File: config.mk
export PLATFORM = sky130hd
export DESIGN_NAME = sha256_stream_hasher
export DESIGN_NICKNAME = d
export VERILOG_FILES = /design/src/design/sha_pkg.sv /design/src/design/sha256_stream_hasher.sv /design/src/design/sha_front.sv /design/src/design/sha_back.sv
export VERILOG_INCLUDE_DIRS = /design/src /design/src/design
export SDC_FILE = /design/constraint.sdc
export NUM_CORES = 2
export LEC_CHECK = 0
export BUFFER_PORTS_ARGS = -buffer_cell sky130_fd_sc_hd__buf_2
export CAP_MARGIN = 20
export CORE_ASPECT_RATIO = 0.8
export CORE_MARGIN = 1.5
export CORE_UTILIZATION = 35
export DETAILED_ROUTE_END_ITERATION = 8
export PLACE_DENSITY_LB_ADDON = 0.12
export SYNTH_ARGS = -nofsm -noshare
export SYNTH_HDL_FRONTEND = slang
export SYNTH_HIERARCHICAL = 1
export SYNTH_SLANG_ARGS = --single-unit
File: constraint.sdc
create_clock -name clk -period 33.2 [get_ports clk]
set_input_delay 1.66 -clock clk [delete_from_list [all_inputs] [get_ports clk]]
set_output_delay 1.66 -clock clk [all_outputs]
set_load 0.02 [all_outputs]
File: src/design/sha256_stream_hasher_defines.svh
// ----------------------------------------------------------------------------
// sha256 stream hasher assertion macros
// shared assertion forms for the hasher
// ----------------------------------------------------------------------------
`ifndef SHA256_STREAM_HASHER_DEFINES_SVH
`define SHA256_STREAM_HASHER_DEFINES_SVH

// implication checked on every clock, off during reset
`define SHA_ASSERT_IMP(label, ante, cons) \
	label: assert property (@(posedge clk) disable iff (!arst_n) (ante) |-> (cons)) \
		else $error("assertion failed");

// next-cycle implication
`define SHA_ASSERT_NEXT(label, ante, cons) \
	label: assert property (@(posedge clk) disable iff (!arst_n) (ante) |=> (cons)) \
		else $error("assertion failed");

`endif

File: src/design/sha_pkg.sv
// ----------------------------------------------------------------------------
// sha256 package
// shared types, constants and round functions
// ----------------------------------------------------------------------------
package sha_pkg;
	localparam int BytesPerItemDef = 8;
	localparam int QueueDepth = 2;

	typedef enum logic {
		MODE_ABSORB = 1'b0,
		MODE_FINAL  = 1'b1
	} mode_t;

	typedef enum logic [2:0] {
		ST_IDLE, ST_LOAD, ST_PAD, ST_ROUND, ST_ADD, ST_EMIT
	} st_t;

	typedef struct packed {
		mode_t       mode;
		logic [63:0] data;
		logic [3:0]  count;
	} cmd_t;

	localparam logic [255:0] HashInit = {
		32'h6a09e667, 32'hbb67ae85, 32'h3c6ef372, 32'ha54ff53a,
		32'h510e527f, 32'h9b05688c, 32'h1f83d9ab, 32'h5be0cd19
	};
	localparam logic [7:0] PadMarker = 8'h80;

	function automatic logic [31:0] round_k(input logic [5:0] t);
		logic [31:0] k;
		case (t)
			6'd0: k = 32'h428a2f98; 6'd1: k = 32'h71374491; 6'd2: k = 32'hb5c0fbcf;
			6'd3: k = 32'he9b5dba5; 6'd4: k = 32'h3956c25b; 6'd5: k = 32'h59f111f1;
			6'd6: k = 32'h923f82a4; 6'd7: k = 32'hab1c5ed5; 6'd8: k = 32'hd807aa98;
			6'd9: k = 32'h12835b01; 6'd10: k = 32'h243185be; 6'd11: k = 32'h550c7dc3;
			6'd12: k = 32'h72be5d74; 6'd13: k = 32'h80deb1fe; 6'd14: k = 32'h9bdc06a7;
			6'd15: k = 32'hc19bf174; 6'd16: k = 32'he49b69c1; 6'd17: k = 32'hefbe4786;
			6'd18: k = 32'h0fc19dc6; 6'd19: k = 32'h240ca1cc; 6'd20: k = 32'h2de92c6f;
			6'd21: k = 32'h4a7484aa; 6'd22: k = 32'h5cb0a9dc; 6'd23: k = 32'h76f988da;
			6'd24: k = 32'h983e5152; 6'd25: k = 32'ha831c66d; 6'd26: k = 32'hb00327c8;
			6'd27: k = 32'hbf597fc7; 6'd28: k = 32'hc6e00bf3; 6'd29: k = 32'hd5a79147;
			6'd30: k = 32'h06ca6351; 6'd31: k = 32'h14292967; 6'd32: k = 32'h27b70a85;
			6'd33: k = 32'h2e1b2138; 6'd34: k = 32'h4d2c6dfc; 6'd35: k = 32'h53380d13;
			6'd36: k = 32'h650a7354; 6'd37: k = 32'h766a0abb; 6'd38: k = 32'h81c2c92e;
			6'd39: k = 32'h92722c85; 6'd40: k = 32'ha2bfe8a1; 6'd41: k = 32'ha81a664b;
			6'd42: k = 32'hc24b8b70; 6'd43: k = 32'hc76c51a3; 6'd44: k = 32'hd192e819;
			6'd45: k = 32'hd6990624; 6'd46: k = 32'hf40e3585; 6'd47: k = 32'h106aa070;
			6'd48: k = 32'h19a4c116; 6'd49: k = 32'h1e376c08; 6'd50: k = 32'h2748774c;
			6'd51: k = 32'h34b0bcb5; 6'd52: k = 32'h391c0cb3; 6'd53: k = 32'h4ed8aa4a;
			6'd54: k = 32'h5b9cca4f; 6'd55: k = 32'h682e6ff3; 6'd56: k = 32'h748f82ee;
			6'd57: k = 32'h78a5636f; 6'd58: k = 32'h84c87814; 6'd59: k = 32'h8cc70208;
			6'd60: k = 32'h90befffa; 6'd61: k = 32'ha4506ceb; 6'd62: k = 32'hbef9a3f7;
			default: k = 32'hc67178f2;
		endcase
		return k;
	endfunction

	function automatic logic [31:0] rotr(input logic [31:0] v, input int n);
		return (v >> n) | (v << (32 - n));
	endfunction
endpackage

File: src/design/sha256_stream_hasher.sv
// ----------------------------------------------------------------------------
// sha256 stream hasher
// streaming sha-256 with a command queue in front of the compression engine
// ----------------------------------------------------------------------------
// An absorb transaction of n bytes (first byte in the top bits) is taken
// from the queue and loaded byte by byte; each full 64-byte block is then
// compressed in 64 rounds at one per cycle, followed by the hash update.
// A finalize places the marker as it is taken from the queue, then runs
// one or two compressions (pad, 64 rounds, update), then returns eight
// digest words, H0 first, last set on word 7, at one per cycle while the
// receiver is ready, and the hasher restarts. A two-entry queue lets input
// keep arriving while a block compresses.
module sha256_stream_hasher #(
	parameter int BytesPerItem = sha_pkg::BytesPerItemDef
) (
	input  logic        clk,
	input  logic        arst_n,
	input  logic        s_tvalid,
	output logic        s_tready,
	input  logic [71:0] s_tdata,  // message_bytes[63:0], byte_count[67:64], zeros
	input  logic        s_tuser,  // mode
	output logic        m_tvalid,
	input  logic        m_tready,
	output logic [39:0] m_tdata,  // digest_word[31:0], word_index[34:32], zeros
	output logic        m_tlast
);
	import sha_pkg::*;
	`include "sha256_stream_hasher_defines.svh"

	cmd_t        in_cmd, q_cmd;
	logic        q_valid, q_ready;
	logic [31:0] digest_word;
	logic [2:0]  word_index;

	assign in_cmd.mode = mode_t'(s_tuser);
	assign in_cmd.data = s_tdata[63:0];
	assign in_cmd.count = s_tdata[67:64];

	sha_front #(.BytesPerItem(BytesPerItem)) u_front (
		.clk, .arst_n, .in_valid(s_tvalid), .in_ready(s_tready), .in_cmd,
		.q_valid, .q_ready, .q_cmd
	);

	sha_back u_back (
		.clk, .arst_n, .q_valid, .q_ready, .q_cmd,
		.out_valid(m_tvalid), .out_ready(m_tready),
		.digest_word, .word_index, .last(m_tlast)
	);

	assign m_tdata = {5'd0, word_index, digest_word};

	`SHA_ASSERT_IMP(a_last_idx, m_tvalid && m_tlast, word_index == 3'd7)
	`SHA_ASSERT_NEXT(a_idx_step, m_tvalid && m_tready && !m_tlast,
		m_tvalid && word_index == $past(word_index) + 3'd1)
	`SHA_ASSERT_IMP(a_no_take_emit, m_tvalid, !q_ready)
endmodule

File: src/design/sha_front.sv
// ----------------------------------------------------------------------------
// sha256 front end
// saturates counts, drops empty absorbs and queues commands
// ----------------------------------------------------------------------------
module sha_front #(
	parameter int BytesPerItem = sha_pkg::BytesPerItemDef
) (
	input  logic          clk,
	input  logic          arst_n,
	input  logic          in_valid,
	output logic          in_ready,
	input  sha_pkg::cmd_t in_cmd,
	output logic          q_valid,
	input  logic          q_ready,
	output sha_pkg::cmd_t q_cmd
);
	import sha_pkg::*;

	localparam logic [3:0] MaxCount = 4'(BytesPerItem);

	cmd_t       entry_q [QueueDepth];
	logic       wptr_q, rptr_q;
	logic [1:0] used_q;
	cmd_t       cls;
	logic       push, pop;

	always_comb begin
		cls = in_cmd;
		if (in_cmd.count > MaxCount) begin
			cls.count = MaxCount;
		end
	end

	assign in_ready = (used_q != 2'(QueueDepth));
	assign push = in_valid && in_ready &&
		!(in_cmd.mode == MODE_ABSORB && in_cmd.count == 4'd0);
	assign q_valid = (used_q != 2'd0);
	assign pop = q_valid && q_ready;
	assign q_cmd = entry_q[rptr_q];

	always_ff @(posedge clk) begin
		if (push) begin
			entry_q[wptr_q] <= cls;
		end
	end

	always_ff @(posedge clk or negedge arst_n) begin
		if (!arst_n) begin
			wptr_q <= 1'b0;
			rptr_q <= 1'b0;
			used_q <= 2'd0;
		end else begin
			if (push) wptr_q <= ~wptr_q;
			if (pop) rptr_q <= ~rptr_q;
			used_q <= used_q + 2'(push) - 2'(pop);
		end
	end
endmodule

File: src/design/sha_back.sv
// ----------------------------------------------------------------------------
// sha256 back end
// packs bytes, pads, runs one round per cycle and emits the digest
// ----------------------------------------------------------------------------
module sha_back (
	input  logic          clk,
	input  logic          arst_n,
	input  logic          q_valid,
	output logic          q_ready,
	input  sha_pkg::cmd_t q_cmd,
	output logic          out_valid,
	input  logic          out_ready,
	output logic [31:0]   digest_word,
	output logic [2:0]    word_index,
	output logic          last
);
	import sha_pkg::*;

	st_t         state_q, state_d;
	logic [5:0]  fill_q;
	logic [60:0] total_q;
	logic [63:0] data_q;
	logic [3:0]  left_q;
	logic        final_q;
	logic        pad_len_q;
	logic [31:0] h_q [8];
	logic [31:0] v_q [8];
	logic [31:0] w_q [16];
	logic [5:0]  t_q;
	logic [2:0]  oidx_q;
	logic        ovalid_q;

	logic [31:0] wt, s0, s1, t1, t2, e, a;
	logic [63:0] bits;
	logic        wr_byte;
	logic [7:0]  wr_val;
	assign bits = {total_q, 3'b000};
	assign wr_byte = (state_q == ST_LOAD) ||
		(state_q == ST_IDLE && q_valid && q_cmd.mode == MODE_FINAL);
	assign wr_val = (state_q == ST_LOAD) ? data_q[63:56] : PadMarker;

	always_comb begin
		s0 = rotr(w_q[1], 7) ^ rotr(w_q[1], 18) ^ (w_q[1] >> 3);
		s1 = rotr(w_q[14], 17) ^ rotr(w_q[14], 19) ^ (w_q[14] >> 10);
		wt = (t_q < 6'd16) ? w_q[0] : (s1 + w_q[9] + s0 + w_q[0]);
		e = v_q[4];
		a = v_q[0];
		t1 = v_q[7] + (rotr(e, 6) ^ rotr(e, 11) ^ rotr(e, 25)) +
			((e & v_q[5]) ^ (~e & v_q[6])) + round_k(t_q) + wt;
		t2 = (rotr(a, 2) ^ rotr(a, 13) ^ rotr(a, 22)) +
			((a & v_q[1]) ^ (a & v_q[2]) ^ (v_q[1] & v_q[2]));
	end

	always_comb begin
		state_d = state_q;
		unique case (state_q)
			ST_IDLE:  if (q_valid) state_d = (q_cmd.mode == MODE_FINAL) ? ST_PAD : ST_LOAD;
			ST_LOAD:  begin
				if (fill_q == 6'd63) state_d = ST_ROUND;
				else if (left_q == 4'd1) state_d = ST_IDLE;
			end
			ST_PAD:   state_d = ST_ROUND;
			ST_ROUND: if (t_q == 6'd63) state_d = ST_ADD;
			ST_ADD:   begin
				if (!final_q) state_d = (left_q != 4'd0) ? ST_LOAD : ST_IDLE;
				else if (pad_len_q) state_d = ST_PAD;
				else state_d = ST_EMIT;
			end
			ST_EMIT:  if (out_ready && oidx_q == 3'd7 && ovalid_q) state_d = ST_IDLE;
			default:  state_d = ST_IDLE;
		endcase
	end

	always_comb begin
		q_ready = (state_q == ST_IDLE);
	end

	always_ff @(posedge clk or negedge arst_n) begin
		if (!arst_n) begin
			state_q <= ST_IDLE;
			fill_q <= 6'd0;
			total_q <= 61'd0;
			final_q <= 1'b0;
			pad_len_q <= 1'b0;
			left_q <= 4'd0;
			t_q <= 6'd0;
			oidx_q <= 3'd0;
			ovalid_q <= 1'b0;
			for (int i = 0; i < 8; i++) h_q[i] <= HashInit[255 - 32*i -: 32];
		end else begin
			state_q <= state_d;
			unique case (state_q)
				ST_IDLE: if (q_valid) begin
					final_q <= (q_cmd.mode == MODE_FINAL);
					data_q <= q_cmd.data;
					left_q <= q_cmd.count;
					if (q_cmd.mode == MODE_ABSORB) begin
						total_q <= total_q + 61'(q_cmd.count);
					end else begin
						pad_len_q <= (fill_q >= 6'd56);
						fill_q <= fill_q + 6'd1;
					end
				end
				ST_LOAD: begin
					data_q <= {data_q[55:0], 8'h00};
					left_q <= left_q - 4'd1;
					fill_q <= fill_q + 6'd1;
				end
				ST_ROUND: begin
					t_q <= t_q + 6'd1;
					v_q[7] <= v_q[6]; v_q[6] <= v_q[5]; v_q[5] <= v_q[4];
					v_q[4] <= v_q[3] + t1;
					v_q[3] <= v_q[2]; v_q[2] <= v_q[1]; v_q[1] <= v_q[0];
					v_q[0] <= t1 + t2;
				end
				ST_ADD: begin
					for (int i = 0; i < 8; i++) h_q[i] <= h_q[i] + v_q[i];
					fill_q <= 6'd0;
					pad_len_q <= 1'b0;
					ovalid_q <= final_q && !pad_len_q;
				end
				ST_EMIT: if (out_ready) begin
					oidx_q <= oidx_q + 3'd1;
					if (oidx_q == 3'd7) begin
						ovalid_q <= 1'b0;
						fill_q <= 6'd0;
						total_q <= 61'd0;
						for (int i = 0; i < 8; i++) h_q[i] <= HashInit[255 - 32*i -: 32];
					end
				end
				default: ;
			endcase
			if (state_d == ST_ROUND && state_q != ST_ROUND) begin
				t_q <= 6'd0;
				for (int i = 0; i < 8; i++) v_q[i] <= h_q[i];
			end
		end
	end

	// block bytes collect in the schedule window, big-endian within each word
	always_ff @(posedge clk) begin
		if (state_q == ST_ROUND) begin
			for (int i = 0; i < 15; i++) w_q[i] <= w_q[i + 1];
			w_q[15] <= wt;
		end else if (state_q == ST_PAD) begin
			for (int i = 0; i < 16; i++) begin
				for (int j = 0; j < 4; j++) begin
					if (6'(4*i + j) >= fill_q && !(pad_len_q && fill_q == 6'd0))
						w_q[i][31 - 8*j -: 8] <= 8'h00;
				end
			end
			if (!pad_len_q) begin
				w_q[14] <= bits[63:32];
				w_q[15] <= bits[31:0];
			end
		end else if (wr_byte) begin
			for (int j = 0; j < 4; j++) begin
				if (fill_q[1:0] == 2'(j)) w_q[fill_q[5:2]][31 - 8*j -: 8] <= wr_val;
			end
		end
	end

	assign out_valid = ovalid_q && state_q == ST_EMIT;
	assign digest_word = h_q[oidx_q];
	assign word_index = oidx_q;
	assign last = (oidx_q == 3'd7);
endmodule
Yosys cells after proc, flatten, opt, wreduce, memory -nomap -nowiden
Memories as Yosys holds them, arrays and structs flattened. Index checks and enable logic that the tools add are counted.

Eq/ne operators: 20. Order comparisons: 68. Add/sub/neg operators: 25. Mux-type cells: 411. Bitwise logic cells: 111. Reduce and logical (&&, ||, !) cells: 102.

Operators with widths (number): $mux 8 (73); $add 32x32->32 (18); $mux 256 (2); $pmux 256 s2 (1); $mux 32 (12); $mux 1 (292); $xor 32x32->32 (9); $mux 61 (4); $ge 6x6->1 const A (32); $and 32x32->32 (5); $pmux 64 s2 (1); $pmux 61 s2 (1); $bmux 32 s3 (1); $ge 5x6->1 const A (16); $or 1x1->1 (80); $logic_and 1x1->1 (77); $mux 64 (1); $add 61x4->61 (1); $ge 4x6->1 const A (8); $mux 6 (6); $not 32->32 (1); $or 10x32->32 (1); $or 13x32->32 (1); $or 14x32->32 (1); other kinds (52) (93).

Word-level logic and storage cells: 762. Bits of input ports: 77. Output and inout port bits: 43. RAM bits: 906. Register bits: 410. Memories: 4. Memory bits (read-only): 2048.

Memory list: (name not given) (depth 64, bits a word 32, rd ports 1, clocked after memory_dff 0, wr ports 0, line sha_pkg.sv:32) `case (t)`; u_back.w_q (depth 16, bits a word 32, rd ports 16, clocked after memory_dff 0, wr ports 16, line sha_back.sv:28) `logic [31:0] w_q [16];`; u_back.v_q (depth 8, bits a word 32, rd ports 8, clocked after memory_dff 0, wr ports 8, line sha_back.sv:27) `logic [31:0] v_q [8];`; u_front.entry_q (depth 2, bits a word 69, rd ports 1, clocked after memory_dff 0, wr ports 1, line sha_front.sv:21) `cmd_t entry_q [QueueDepth];`.

Depth between registers and ports, before layout
Depth in word-level cells: 11. Mapped depth: 43. Mapped depth without buffers: 43.

Hierarchy
The synthesis kept the hierarchy.

By module, submodules not included: sha_back (area an instance 79048.3 um^2, sequential area each 33712.3 um^2, cells each 8090, instances 1); sha_front (area an instance 5208.7 um^2, sequential area each 4244.1 um^2, cells each 238, instances 1); sha256_stream_hasher (area an instance 41.3 um^2, sequential area each 0.0 um^2, cells each 6, instances 1).

Worst setup path before layout
OpenSTA, ideal clock, no wires.

Path type: reg-to-reg. Start: register u_back.state_q[0]. End: memory u_back.v_q[0][0], enable pin. Required time: 32.296 ns. Setup slack: 19.608 ns. Stages on the path, launching flop included: 7. Arrival: 12.688 ns. Path through: dfrtp_1 clkbuf_1 and3b_1 clkbuf_1 clkbuf_1 nor2_1 nor2b_1.

RTL lines: from (decl) (line sha_back.sv:19) `st_t state_q, state_d;`; from (signal assigned) (line sha_back.sv:91) `state_q <= state_d;`; to (decl) (line sha_back.sv:27).

==> impl_metrics.json <==
{
  "viasPerCell": 5.71,
  "die-area_um2": 244000,
  "synthFlopType": "edfxtp_1",
  "io_pins": 120,
  "ys_top_cells_by_count": "1,375 x nand2_1, 970 x edfxtp_1, 724 x o21ai_0, 570 x a21oi_1, 511 x nor2_1",
  "synth.most_common_cell": "nand2_1",
  "grt_start_max_net_pins": 183,
  "crit_family": "compound AO/OA/AOI/OAI gates",
  "crit_type": "flip-flop to flip-flop",
  "synth_largest_area_cell": "edfxtp_1",
  "layout-drive-gt1-share_pct": 11.4,
  "start_util_pct": 35.3,
  "globalRoute.totalOverflow": 0,
  "max-cap-violations": 0,
  "finalPower_mw": 5.03,
  "path_buf_inv": 4,
  "grt_use_total_pct": 24.9,
  "p_sw_mw": 1.60,
  "drcViolationCount": 0,
  "p_int_mw": 3.42,
  "synth_cell_types": 107,
  "instances_no_fill": 11605,
  "gp_congestion": 0.915,
  "fin_area_um2": 93700,
  "start_kind": "flip-flop",
  "cts_tree": "done",
  "io_buffers": 110,
  "end_kind": "flip-flop",
  "first_pass_iters": 6,
  "path_clk_slew_ps": 60,
  "hold_buffers": 0,
  "cp_slowest_cell": "a2111oi_0",
  "wl_per_cell_um": 26.9,
  "worstPathMaxFanout": 5,
  "arrival_ps": 13210,
  "outcome": "completed",
  "skew_ps": 99.8,
  "max_freq_mhz": 79.2,
  "ys_ff_latch": 1316,
  "swShare_pct": 31.9,
  "whs_ps": 445,
  "slew_headroom_pct": 18.5,
  "grt_pass1_vias": 63045,
  "cts.sinks": 1316,
  "wl_mm": 312,
  "hold_viol": 0,
  "synth_area_leaders": "edfxtp_1 35%, dfrtp_1 6.2%, ha_1 6.2%",
  "fin_setup_tns_ps": 0,
  "yosysSeqAreaShare_pct": 45.0,
  "htreeDepth": 4,
  "syn-cell-area_um2": 84300,
  "dr.first_iter.drc_count": 7412,
  "cts_resized": 0,
  "dpl.cell_count": 11304,
  "die_w_um": 552,
  "cp.required_ps": 33780,
  "num_rows": 160,
  "min_period_ps": 12630,
  "grt_busiest_layer": "met1",
  "rsz0062_at_grt": "false",
  "cts-buffers-inserted": 161,
  "vias": 66301,
  "p_per_area_nw_per_um2": 53.6,
  "root_buffer": "clkbuf_16",
  "ys.warnings.count": 6,
  "synth_enable_flop_cells": 970,
  "finalSetupViolations": 0,
  "use_met2_pct": 34.8,
  "timing.final.ws_setup_ps": 20570,
  "p_seq_share_pct": 40.3,
  "coreArea_um2": 239000,
  "syn2layout_area_growth_pct": 11.2,
  "antenna_left": 0,
  "antenna_found_initial": 18,
  "period_share_pct": 38.0,
  "clockBufferDepth": 4,
  "utilization_pct": 39.3,
  "die_h_um": 442,
  "hold_class": "flip-flop to flip-flop",
  "fillers": 23551,
  "p_leak_nw": 35.9,
  "hpwl_mm": 224,
  "post_cts_buffers": 0,
  "dpl_cell_area_um2": 88400,
  "syn_inst": 8334,
  "avgSynthCellArea_um2": 10.1,
  "crit_path_max_incr_delay_ps": 810,
  "synth_top_area_share_pct": 34.6,
  "worst_slew_pin_slew_ps": 1210,
  "use_met3_pct": 5.03,
  "fin_nets": 9004,
  "path_common_cell": "fa_1",
  "async_reset_ff_share_pct": 26.3,
  "vdd_drop_max_mv": 0.0387,
  "clock_latency_ps": 870,
  "pre_cts_slack_ps": 21000,
  "power_frac_comb_pct": 23.6,
  "drv_slew": 0,
  "grt_pass1_wl_mm": 448,
  "use_met1_pct": 39.2,
  "clock_power_share_pct": 36.1
}
==> tightest hold or removal path, delay by kind of cell (launching register included) <==
family             cells  cell delay (ps)
DFF                    1              320
AOI/OAI and AO/OA      1               60
and+or+nand+nor        1               40
==> layout make-up <==
cell class | count | area [um^2] | share of cell area, %
diodes | 8 | 20.0 | 0.0214
multi-input cells | 6270 | 43700 | 46.6
inverters | 326 | 1220 | 1.31
well taps | 3159 | 3950 | 4.22
repair buffers | 240 | 1620 | 1.72
flip-flops and latches | 1316 | 38000 | 40.5
clock inverters | 72 | 832 | 0.888
clock buffers | 214 | 4430 | 4.73
==> placed cells by master (no fill, tap or decap), drive strengths merged, types with 43 or more instances in the layout <==
master  synthesis  routed
nand2        1375    1375
edfxtp        970     970
o21ai         735     735
a21oi         570     570
nor2          513     513
ha            415     415
xnor2         392     392
inv           323     328
buf            51     239
xor2          224     224
clkbuf        375     215
dfrtp         210     210
fa            197     197
mux2          191     191
a22o          178     178
a21o          154     154
nand3         145     145
dfstp         136     136
nor3          107     107
nand2b         86      86
o21a           75      75
mux4           70      70
nor2b          65      65
a31oi          64      64
and3           51      51
clkinv          3      51
a211oi         46      46
or3            43      43
==> power groups by stage <==
| stage | clock, mW | sequential (mW) | combinational, mW |
|---|---|---|---|
| global placement | 0 | 2.06 | 1.16 |
| finish | 1.82 | 2.03 | 1.18 |
| CTS | 1.86 | 2.03 | 1.18 |
| detailed placement | 0 | 2.06 | 1.17 |
| global route | 1.92 | 2.04 | 1.29 |
| floorplan | 0 | 2.00 | 0.799 |
==> metal layers <==
metal  up-vias  part of all wire, %
met5         -               0.0087
met4         4                  1.9
met3       334                  8.7
met2      2525                   41
met1     33521                   49
li1      29917                    -
==> sequential cells by signal, indices dropped and copies added, names as in the netlist, 6 cells and up <==
name and cells:
u_back/v_q 256, u_back/t_q 6, u_back/data_q 64, u_back/w_q 512, u_back/fill_q 6, u_back/total_q 61
u_back/h_q 256, u_front/entry_q 138
==> kinds of logic (layout without fill, tap and decap cells) <==
| group | count (synthesis) | in the layout | share of synthesized area (%) |
|---|---|---|---|
| adder cells (fa/ha/maj) | 640 | 640 | 11.2 |
| XOR/XNOR | 617 | 617 | 6.44 |
| flip-flops | 1316 | 1316 | 45.0 |
| AO/OA/AOI/OAI | 2209 | 2209 | 16.5 |
| AND/OR/NAND/NOR | 2531 | 2531 | 13.0 |
| buffers and inverters | 752 | 852 | 3.39 |
| multiplexers | 268 | 268 | 4.50 |
| other | 1 | 13 | 0.00445 |
==> path summary, 6_finish.rpt <==
path                               startpoint                 end  slack, ps  cells past startpoint
setup / recovery           u_back/w_q[14][20]   u_back/v_q[0][31]      20570                     42
hold / removal              u_back/w_q[10][0]    u_back/w_q[9][0]        440                      2
setup reg to reg           u_back/w_q[14][20]   u_back/v_q[0][31]      20570                     42
hold reg to reg             u_back/w_q[10][0]    u_back/w_q[9][0]        440                      2
max in group asynchronous              arst_n      u_back/h_q[12]      30000                      4
min in group asynchronous              arst_n  u_back/total_q[37]        900                      2
No activity file was read; power rests on OpenSTA's default activity.
